<file path="config.mk">
export PLATFORM = sky130hd
export DESIGN_NAME = ordered_list_engine
export DESIGN_NICKNAME = d
export VERILOG_FILES = /design/src/rtl/core/ole_pkg.sv /design/src/rtl/core/ole_mem.sv /design/src/rtl/core/ole_ctrl.sv /design/src/rtl/core/ordered_list_engine.sv
export SDC_FILE = /design/constraint.sdc
export NUM_CORES = 2
export LEC_CHECK = 0
export BUFFER_PORTS_ARGS = -buffer_cell sky130_fd_sc_hd__clkbuf_2
export CORE_MARGIN = 5
export CORE_UTILIZATION = 55
export DETAILED_ROUTE_END_ITERATION = 10
export GPL_ROUTABILITY_DRIVEN = 0
export PLACE_DENSITY = 0.68
export SLEW_MARGIN = 10
export SYNTH_ARGS = -nofsm -noshare
export SYNTH_HDL_FRONTEND = slang
export SYNTH_SLANG_ARGS = --single-unit
</file>
<file path="constraint.sdc">
create_clock -name clk -period 7.2 [get_ports clk]
set_input_delay 0.72 -clock clk [delete_from_list [all_inputs] [get_ports clk]]
set_output_delay 0.72 -clock clk [all_outputs]
set_load 0.02 [all_outputs]
</file>
<file path="src/rtl/core/ole_pkg.sv">
// Package for the ordered list engine: command and result item types,
// operation codes and status codes. Depends on nothing.
package ole_pkg;

  localparam int DATA_W = 32;

  // Operation codes carried in the mode field of a command item.
  localparam logic [2:0] MODE_APPEND  = 3'd0;
  localparam logic [2:0] MODE_INSERT  = 3'd1;
  localparam logic [2:0] MODE_DEL_POS = 3'd2;
  localparam logic [2:0] MODE_DEL_VAL = 3'd3;
  localparam logic [2:0] MODE_CLEAR   = 3'd4;

  // Status codes reported in a result item.
  localparam logic [2:0] ST_OK       = 3'd0;
  localparam logic [2:0] ST_EMPTY    = 3'd1;
  localparam logic [2:0] ST_RANGE    = 3'd2;
  localparam logic [2:0] ST_NOTFOUND = 3'd3;
  localparam logic [2:0] ST_FULL     = 3'd4;

  typedef struct packed {
    logic [2:0]               mode;
    logic signed [DATA_W-1:0] value;
    logic [6:0]               position;
  } in_t;

  typedef struct packed {
    logic [2:0]               status;
    logic signed [DATA_W-1:0] removed_value;
    logic [5:0]               removed_position;
    logic [6:0]               entry_count;
  } out_t;

endpackage

</file>
<file path="src/rtl/core/ole_mem.sv">
// Entry store of the ordered list engine: one write port and one read port,
// read data registered. Uses ole_pkg for the data width.
module ole_mem #(
  parameter int DEPTH = 64,
  localparam int AW = $clog2(DEPTH)
) (
  input  logic                      clk,
  input  logic                      we,
  input  logic [AW-1:0]             waddr,
  input  logic [ole_pkg::DATA_W-1:0] wdata,
  input  logic                      re,
  input  logic [AW-1:0]             raddr,
  output logic [ole_pkg::DATA_W-1:0] rdata
);

  logic [ole_pkg::DATA_W-1:0] mem [DEPTH];

  always_ff @(posedge clk) begin
    if (we) begin
      mem[waddr] <= wdata;
    end
  end

  always_ff @(posedge clk) begin
    if (re) begin
      rdata <= mem[raddr];
    end
  end

endmodule

</file>
<file path="src/rtl/core/ole_ctrl.sv">
// Sequencer of the ordered list engine: decodes command items, streams the
// entry store for shifts and searches, and builds the result item.
// Uses ole_pkg; drives the ports of ole_mem.
module ole_ctrl #(
  parameter int CAPACITY = 64,
  localparam int AW = $clog2(CAPACITY),
  localparam int CW = $clog2(CAPACITY + 1)
) (
  input  logic                       clk,
  input  logic                       rst,
  input  logic                       start,
  output logic                       busy,
  input  ole_pkg::in_t               cmd,
  output logic                       done,
  output ole_pkg::out_t              result,
  output logic                       mem_we,
  output logic [AW-1:0]              mem_waddr,
  output logic [ole_pkg::DATA_W-1:0] mem_wdata,
  output logic                       mem_re,
  output logic [AW-1:0]              mem_raddr,
  input  logic [ole_pkg::DATA_W-1:0] mem_rdata
);

  localparam int PW = (CW > 7) ? CW : 7;

  typedef enum logic [3:0] {
    S_IDLE = 4'b0001,
    S_INS  = 4'b0010,
    S_SCAN = 4'b0100,
    S_SHDN = 4'b1000
  } state_t;

  state_t                     state, state_next;
  logic [CW-1:0]              cnt, cnt_next;
  logic [CW-1:0]              rem, rem_next;
  logic [AW-1:0]              ridx, ridx_next;
  logic [AW-1:0]              ra, ra_next;
  logic                       pv, pv_next;
  logic [AW-1:0]              op_pos, op_pos_next;
  logic [ole_pkg::DATA_W-1:0] op_val, op_val_next;
  logic                       is_delpos, is_delpos_next;
  logic                       done_next;
  ole_pkg::out_t              result_next;

  logic [PW-1:0] pos_w, cnt_w, cnt_next_w, ra_w;
  logic [CW-1:0] cnt_m1;
  logic          full;

  assign pos_w      = PW'(cmd.position);
  assign cnt_w      = PW'(cnt);
  assign cnt_next_w = PW'(cnt_next);
  assign ra_w       = PW'(ra);
  assign cnt_m1     = cnt - 1'b1;
  assign full       = (cnt_w >= PW'(CAPACITY));
  assign busy       = (state != S_IDLE);

  always_comb begin
    state_next     = state;
    cnt_next       = cnt;
    rem_next       = rem;
    ridx_next      = ridx;
    ra_next        = ra;
    pv_next        = 1'b0;
    op_pos_next    = op_pos;
    op_val_next    = op_val;
    is_delpos_next = is_delpos;
    done_next      = 1'b0;
    result_next    = result;
    mem_we         = 1'b0;
    mem_waddr      = op_pos;
    mem_wdata      = op_val;
    mem_re         = 1'b0;
    mem_raddr      = ridx;

    // In the streaming states a read goes out each cycle while entries remain.
    if (state != S_IDLE && rem != '0) begin
      mem_re   = 1'b1;
      rem_next = rem - 1'b1;
      pv_next  = 1'b1;
      ra_next  = ridx;
      if (state == S_INS) begin
        ridx_next = ridx - 1'b1;
      end else begin
        ridx_next = ridx + 1'b1;
      end
    end

    case (state)
      S_IDLE: begin
        if (start) begin
          op_val_next = cmd.value;
          result_next = '0;
          case (cmd.mode)
            ole_pkg::MODE_APPEND: begin
              if (full) begin
                result_next.status = ole_pkg::ST_FULL;
                done_next = 1'b1;
              end else begin
                op_pos_next = cnt[AW-1:0];
                rem_next    = '0;
                state_next  = S_INS;
              end
            end
            ole_pkg::MODE_INSERT: begin
              if (full) begin
                result_next.status = ole_pkg::ST_FULL;
                done_next = 1'b1;
              end else if (cmd.position != '0 && pos_w >= cnt_w) begin
                result_next.status = ole_pkg::ST_RANGE;
                done_next = 1'b1;
              end else begin
                op_pos_next = pos_w[AW-1:0];
                rem_next    = CW'(cnt_w - pos_w);
                ridx_next   = cnt_m1[AW-1:0];
                state_next  = S_INS;
              end
            end
            ole_pkg::MODE_DEL_POS: begin
              if (cnt == '0) begin
                result_next.status = ole_pkg::ST_EMPTY;
                done_next = 1'b1;
              end else if (pos_w >= cnt_w) begin
                result_next.status = ole_pkg::ST_RANGE;
                done_next = 1'b1;
              end else begin
                ridx_next      = pos_w[AW-1:0];
                rem_next       = CW'(cnt_w - pos_w);
                is_delpos_next = 1'b1;
                state_next     = S_SCAN;
              end
            end
            ole_pkg::MODE_DEL_VAL: begin
              if (cnt == '0) begin
                result_next.status = ole_pkg::ST_EMPTY;
                done_next = 1'b1;
              end else begin
                ridx_next      = '0;
                rem_next       = cnt;
                is_delpos_next = 1'b0;
                state_next     = S_SCAN;
              end
            end
            ole_pkg::MODE_CLEAR: begin
              cnt_next  = '0;
              done_next = 1'b1;
            end
            default: begin
              done_next = 1'b1;
            end
          endcase
        end
      end

      S_INS: begin
        // Entries move up by one, from the tail down to the insert position.
        if (pv) begin
          mem_we    = 1'b1;
          mem_waddr = ra + 1'b1;
          mem_wdata = mem_rdata;
        end else if (rem == '0) begin
          mem_we     = 1'b1;
          mem_waddr  = op_pos;
          mem_wdata  = op_val;
          cnt_next   = cnt + 1'b1;
          done_next  = 1'b1;
          state_next = S_IDLE;
        end
      end

      S_SCAN: begin
        // The read of the next entry is already out when a match shows up,
        // so the shift phase picks up the stream without a gap.
        if (pv) begin
          if (is_delpos || mem_rdata == op_val) begin
            result_next.removed_value    = mem_rdata;
            result_next.removed_position = ra_w[5:0];
            state_next = S_SHDN;
          end else if (ra == cnt_m1[AW-1:0]) begin
            result_next.status = ole_pkg::ST_NOTFOUND;
            done_next  = 1'b1;
            state_next = S_IDLE;
          end
        end
      end

      S_SHDN: begin
        // Entries behind the removed one move down by one.
        if (pv) begin
          mem_we    = 1'b1;
          mem_waddr = ra - 1'b1;
          mem_wdata = mem_rdata;
        end else if (rem == '0) begin
          cnt_next   = cnt_m1;
          done_next  = 1'b1;
          state_next = S_IDLE;
        end
      end

      default: begin
        state_next = S_IDLE;
      end
    endcase

    if (done_next) begin
      result_next.entry_count = cnt_next_w[6:0];
    end
  end

  always_ff @(posedge clk) begin
    if (rst) begin
      state <= S_IDLE;
      cnt   <= '0;
      rem   <= '0;
      pv    <= 1'b0;
      done  <= 1'b0;
    end else begin
      state <= state_next;
      cnt   <= cnt_next;
      rem   <= rem_next;
      pv    <= pv_next;
      done  <= done_next;
    end
  end

  always_ff @(posedge clk) begin
    ridx      <= ridx_next;
    ra        <= ra_next;
    op_pos    <= op_pos_next;
    op_val    <= op_val_next;
    is_delpos <= is_delpos_next;
    result    <= result_next;
  end

endmodule

</file>
<file path="src/rtl/core/ordered_list_engine.sv">
// Top level of the ordered list engine: the sequencer and the entry store.
// Uses ole_pkg, ole_mem and ole_ctrl.
//
// The block keeps an ordered list of signed 32-bit values, up to CAPACITY
// entries, in a single memory at positions 0 to count-1. A command item is
// taken at a rising edge where start is high and busy is low; it appends,
// inserts at a position, deletes at a position, deletes the first entry
// equal to a value, or clears the list. Every item yields one result item,
// shown on result for exactly one cycle while done is high. The receiver
// cannot hold a result off, so it must take it in that cycle.
// Clear, rejected items and unused modes finish straight from idle. An
// insert reads from the tail down to its position and writes each entry
// one place up, then writes the new value at the position; an append does
// only that last write. A delete reads from its start position (zero for a
// search) to the tail and moves the entries behind the removed one down.
// One entry moves per cycle through the memory's single read port and
// single write port. Items are handled one at a time: busy stays high
// until the result is on its way, and the next item can be taken in the
// cycle in which done is high.
// Reset clears the entry count; the memory itself is not cleared, since only
// entries below the count are ever read.
module ordered_list_engine #(
  parameter int CAPACITY = 64
) (
  input  logic          clk,
  input  logic          rst,
  input  logic          start,
  output logic          busy,
  input  ole_pkg::in_t  cmd,
  output logic          done,
  output ole_pkg::out_t result
);

  localparam int AW = $clog2(CAPACITY);

  logic                       mem_we;
  logic [AW-1:0]              mem_waddr;
  logic [ole_pkg::DATA_W-1:0] mem_wdata;
  logic                       mem_re;
  logic [AW-1:0]              mem_raddr;
  logic [ole_pkg::DATA_W-1:0] mem_rdata;

  // Sequencer: decodes the command and streams the store one entry a cycle.
  ole_ctrl #(
    .CAPACITY(CAPACITY)
  ) u_ctrl (
    .clk      (clk),
    .rst      (rst),
    .start    (start),
    .busy     (busy),
    .cmd      (cmd),
    .done     (done),
    .result   (result),
    .mem_we   (mem_we),
    .mem_waddr(mem_waddr),
    .mem_wdata(mem_wdata),
    .mem_re   (mem_re),
    .mem_raddr(mem_raddr),
    .mem_rdata(mem_rdata)
  );

  // Entry store with registered read data. Reads always run ahead of
  // writes in the direction of a shift, so the two ports never collide.
  ole_mem #(
    .DEPTH(CAPACITY)
  ) u_mem (
    .clk  (clk),
    .we   (mem_we),
    .waddr(mem_waddr),
    .wdata(mem_wdata),
    .re   (mem_re),
    .raddr(mem_raddr),
    .rdata(mem_rdata)
  );

endmodule
</file>
After elaboration in Yosys (flattened, before gate mapping)
Memories as Yosys holds them, arrays and structs flattened. A register that Yosys moved wholly into a read port is not among the register bits.
Cells that the tools add are included.
- flip-flop bits (word level): 119
- RAM bits: 2048
- input port bits: 45
- output and inout port bits: 50
- logic and storage cells: 167
- memories kept: 1
- add/sub/neg operators: 8
- $lt $le $gt $ge: 2
- equality and inequality tests: 32
- mux-type cells: 89
- reductions and logical operators: 21
- memories (name ; words ; width ; read ports ; clocked after Yosys merged registers in ; write ports ; line ; source):
    u_mem.mem ; 64 ; 32 ; 1 ; 1 ; 1 ; ole_mem.sv:16 ; logic [ole_pkg::DATA_W-1:0] mem [DEPTH];
- operators with widths (operator ; number):
    7-bit two-way mux ; 17
    6-bit two-way mux ; 14
    41-bit one-hot mux with 2 select lines ; 1
    32-bit two-way mux ; 2
    4-bit two-way mux ; 12
    48-bit two-way mux ; 1
    41-bit two-way mux ; 1
    38-bit two-way mux ; 1
    32-bit equality test ; 1
    7-bit one-hot mux with 4 select lines ; 1
    6-bit one-hot mux with 2 select lines ; 2
    1-bit two-way mux ; 21
    7-bit one-hot mux with 3 select lines ; 1
    2-bit inequality test (second input constant) ; 9
    3-bit inequality test (second input constant) ; 6
    6-bit one-hot mux with 3 select lines ; 1
    4-bit one-hot mux with 4 select lines ; 1
    3-bit two-way mux ; 5
    7-bit logical NOT ; 2
    7-bit nonzero test ; 2
    7-bit by 1-bit subtractor with 7-bit output (second input constant) ; 2
    6-bit by 1-bit adder with 6-bit output (second input constant) ; 2
    3-bit one-hot mux with 4 select lines ; 1
    4-bit one-hot mux with 3 select lines ; 1
    31 further kinds ; 45

Depth between registers and ports, before layout
- depth after elaboration: 9
- gate-level depth with buffers: 11
- depth with buffers taken out: 10

Hierarchy
Synthesis repeated with hierarchy kept, for this count alone.
- cells, all modules: 4135
- area, all modules: 86090.1 um2
- by module, submodules not included (module ; instances ; cells each ; area each (um2) ; sequential area each (um2)):
    ole_mem ; 1 ; 3511 ; 79359.9 ; 62459.9
    ole_ctrl ; 1 ; 624 ; 6730.2 ; 3313.2

Least setup slack after synthesis
OpenSTA, ideal clock, no wires.
- kind: register to register
- start: register u_ctrl.state[0]
- end: memory u_mem.mem[24][0] (netlist bit), enable pin
- library setup time: 0.421 ns
- data arrival time: 3.455 ns
- data required time: 6.779 ns
- setup slack: 3.323 ns
- cell stages (with the launch flop): 9
- path buffers: 2
- period minus slack after synthesis: 3.877 ns
- path through: dfxtp_1 > buf_2 > or4b_4 > buf_2 > o221a_2 > o21ai_2 > o21ai_1 > a211o_1 > nor2_1
- longest elaborated chain between the ends: 4
- elaborated cells on any way between the ends: 6
- those cells by class: eq/ne: 2; mux: 4
- ends and longest elaborated chain (what ; line ; source):
    start: declaration ; ole_ctrl.sv:33 ; state_t state, state_next;
    start signal: assignment ; ole_ctrl.sv:217 ; state <= state_next;
    4-bit equality test / 4-bit by 2-bit equality test with 1-bit output (equally long branches) ; ole_ctrl.sv:88 ; case (state)
    1-bit one-hot mux with 2 select lines ; ole_ctrl.sv:88 ;
    1-bit two-way mux ; ole_mem.sv:19 ; if (we) begin
    1-bit two-way mux (not written as such) ; ole_mem.sv:20 ; mem[waddr] <= wdata;
    end: declaration ; ole_mem.sv:16 ;
Several ways; a longest one is shown, not always the timed one.

Worst setup path after layout
- start: register u_ctrl.state[1]
- end: memory u_mem.mem[45][3] (netlist bit), enable pin
The elaborated chain is that of the path after synthesis.

==> flow_summary.json <==
{
  "clk_latency_ps": 830,
  "power.density_nw_per_um2": 326.8,
  "hold_viol": 0,
  "cp_data_required_time_ps": 7640,
  "io_pins": 95,
  "tightest_slew_ps": 1236,
  "p_clk_share_pct": 34.7,
  "yosysSeqAreaShare_pct": 76.96,
  "cts_root_buffer": "clkbuf_16",
  "cts_resized": 0,
  "cts-buffers-inserted": 216,
  "peakVddDrop_v": 0.0002514,
  "ys.flop_type": "edfxtp_1",
  "ant_nets": 0,
  "num_vias": 39460,
  "rsz0062_at_grt": "false",
  "setup_ws_ps": 2285,
  "tns_ps": 0,
  "synth_edf_count": 2173,
  "synthArstFlopShare_pct": 0,
  "fp.coreArea_um2": 154200,
  "p_leak_nw": 29.02,
  "met1_length_mm": 81.65,
  "dieWidth_um": 404.2,
  "pre_cts_slack_ps": 2392,
  "power.switching_mw": 8.048,
  "syn_nets": 3750,
  "track_usage_pct": 24.18,
  "port_buffers": 94,
  "ys.warnings.count": 0,
  "fin_cells": 6133,
  "drt-initial-drc-count": 4775,
  "p_sw_share_pct": 25.68,
  "drc": 0,
  "reg2reg_depth": 7,
  "setup-violations-final": 0,
  "cap_viol_max_count": 0,
  "area_delta_synth_final_pct": 12.22,
  "clk_path_buf_depth": 3,
  "fin_crit_sh_pct": 68.27,
  "critical_path_arrival_ps": 5350,
  "routed_via_density": 6.435,
  "skew_ps": 24.91,
  "wl_mm": 194.8,
  "dr.pass1.iters": 8,
  "ys_seq_elements": 2199,
  "post_route_cells_drive_above_1_share_pct": 31.04,
  "status": "completed",
  "htree_num_levels": 4,
  "layout.nets": 3968,
  "dpl.cell_count": 5730,
  "seqPwrFrac_pct": 46.2,
  "end_kind": "register",
  "synth.avg_cell_area_um2": 23.19,
  "cts_tree": "built",
  "top_layer_used": "met4",
  "timing.hold.ws_ps": 63.73,
  "crit_path_start_kind": "register",
  "grt_pass1_wl_mm": 285.2,
  "layout_common_cells": "2173 x edfxtp_1, 672 x mux4_2, 218 x clkbuf_16, 114 x nand2_1, 94 x clkbuf_2",
  "met3_wirelength_mm": 15.95,
  "clk_pin_slew_worst_paths_ps": 60,
  "final_common_cell": "edfxtp_1",
  "syn_area_um2": 85460,
  "dp_hpwl_mm": 115.8,
  "fp.dieH_um": 404.2,
  "power_mw": 31.34,
  "clock_sinks": 2199,
  "grt.overflow.total": 0,
  "rows": 144,
  "path_max_fanout": 32,
  "postCtsSetupRepairBufs": 0,
  "antenna_found_initial": 11,
  "power.internal_mw": 23.29,
  "wl_met2_mm": 93.93,
  "initial_core_util_pct": 55.41,
  "netlist_instances": 3686,
  "postCtsHoldBufs": 0,
  "finalCriticalPeriod_ps": 4915,
  "wl_per_cell_um": 31.76,
  "fillers": 10350,
  "first_global_vias": 39450,
  "drv_slew": 0,
  "holdPathStages": 1,
  "slew_headroom_pct": 17.37,
  "worstSetupPathType": "register to register",
  "holdCritPathClass": "primary input to register",
  "synth.distinct_cells": 75,
  "max_freq_mhz": 203.4,
  "die-area_um2": 163400,
  "pwr-share-comb_pct": 19.1,
  "grt_max_degree": 128
}
==> metal layers <==
layer  global-route usage [%]  up-vias
met5                        0        -
met4                    4.919        0
met3                    4.135      250
met2                    37.64     1843
met1                    37.15    21180
li1                         -    16190
==> Yosys cell counts, drive strengths merged (4+ instances only) <==
| library cell | instances | area, um2 |
|---|---|---|
| a211o | 4 | 35.03 |
| a21o | 5 | 37.54 |
| a21oi | 23 | 115.1 |
| a22oi | 11 | 82.58 |
| a31oi | 17 | 106.4 |
| and2 | 43 | 269.0 |
| and3 | 4 | 25.02 |
| buf | 93 | 463.0 |
| clkbuf | 95 | 356.6 |
| dfxtp | 26 | 520.5 |
| edfxtp | 2173 | 65250 |
| ha | 17 | 212.7 |
| inv | 25 | 93.84 |
| mux2 | 4 | 45.04 |
| mux2i | 8 | 80.08 |
| mux4 | 672 | 15130 |
| nand2 | 136 | 510.5 |
| nand2b | 9 | 56.30 |
| nand3 | 11 | 55.05 |
| nand4 | 16 | 100.1 |
| nor2 | 94 | 352.8 |
| nor3 | 9 | 55.05 |
| nor4 | 9 | 56.30 |
| o21a | 4 | 30.03 |
| o21ai | 39 | 198.9 |
| o22ai | 10 | 62.56 |
| o31ai | 4 | 30.03 |
| or3 | 5 | 31.28 |
| xnor2 | 50 | 437.9 |
| xor2 | 8 | 70.07 |
==> worst max-delay path, cell delays in order, from the launching register on <==
cell and delay [ps]:
dfxtp_1 610, or4b_4 620, inv_1 430, a221o_1 250, a22oi_1 130, a21oi_1 530, nand4_1 780, nor2_4 1130
==> area by class of cell <==
cell class	instances	area [um2]	share of cell area, %
Clock inverter	122	1139	1.187
Inverter	25	93.84	0.09785
Antenna cell	7	17.52	0.01827
Sequential cell	2199	65790	68.60
Clock buffer	274	5665	5.907
Timing Repair Buffer	188	1301	1.357
Tap cell	2044	2557	2.667
Multi-Input combinational cell	1274	19340	20.16
==> power by group through the flow <==
stage	Sequential, mW	Clock (mW)	Combinational, mW
2_1_floorplan	14.6	0	4.14
3_3_place_gp	14.8	0	5.99
5_1_grt	14.5	11.6	6.28
3_5_place_dp	14.8	0	6.03
4_1_cts	14.5	11.0	6.04
6_report	14.5	10.9	5.97
==> worst paths after layout <==
| kind | startpoint | endpoint | slack [ps] |
|---|---|---|---|
| worst max-delay path | u_ctrl.state[1] | u_mem.mem[45][3] | 2280 |
| worst min-delay path | cmd[29] | u_ctrl.op_val[22] | 60 |
| worst max register to register | u_ctrl.state[1] | u_mem.mem[45][3] | 2280 |
| worst min register to register | u_ctrl.state[2] | u_ctrl.state[2] | 590 |
==> flip-flops by register name, summed over array words and instances (netlist names) <==
name	count
u_ctrl.ra	6
u_ctrl.op_pos	6
u_ctrl.cnt	7
u_ctrl.result	48
u_ctrl.rem	7
u_ctrl.pv	1
u_ctrl.op_val	32
u_ctrl.is_delpos	1
u_ctrl.mem_raddr	6
u_mem.mem	2048
u_ctrl.done	1
u_ctrl.state	4
u_mem.rdata	32
==> logic make-up after synthesis <==
logic type                 count (synthesis)  synth area share, %
muxes                                    684                17.86
xor gates and xnor gates                  59               0.6208
adders and majority gates                 19               0.2957
buffers and inverters                    213                1.069
DFF                                     2199                76.96
AOI/OAI and AO/OA                        151                1.165
and+or+nand+nor                          361                2.032
==> stage by stage <==
stage,area [um2],utilization (%)
finish,95900,62.18
global route,95890,62.17
CTS,95890,62.17
detailed placement,89080,57.76
global placement,89080,57.76
floorplan,85460,-
(Power assumes the default switching activity.)
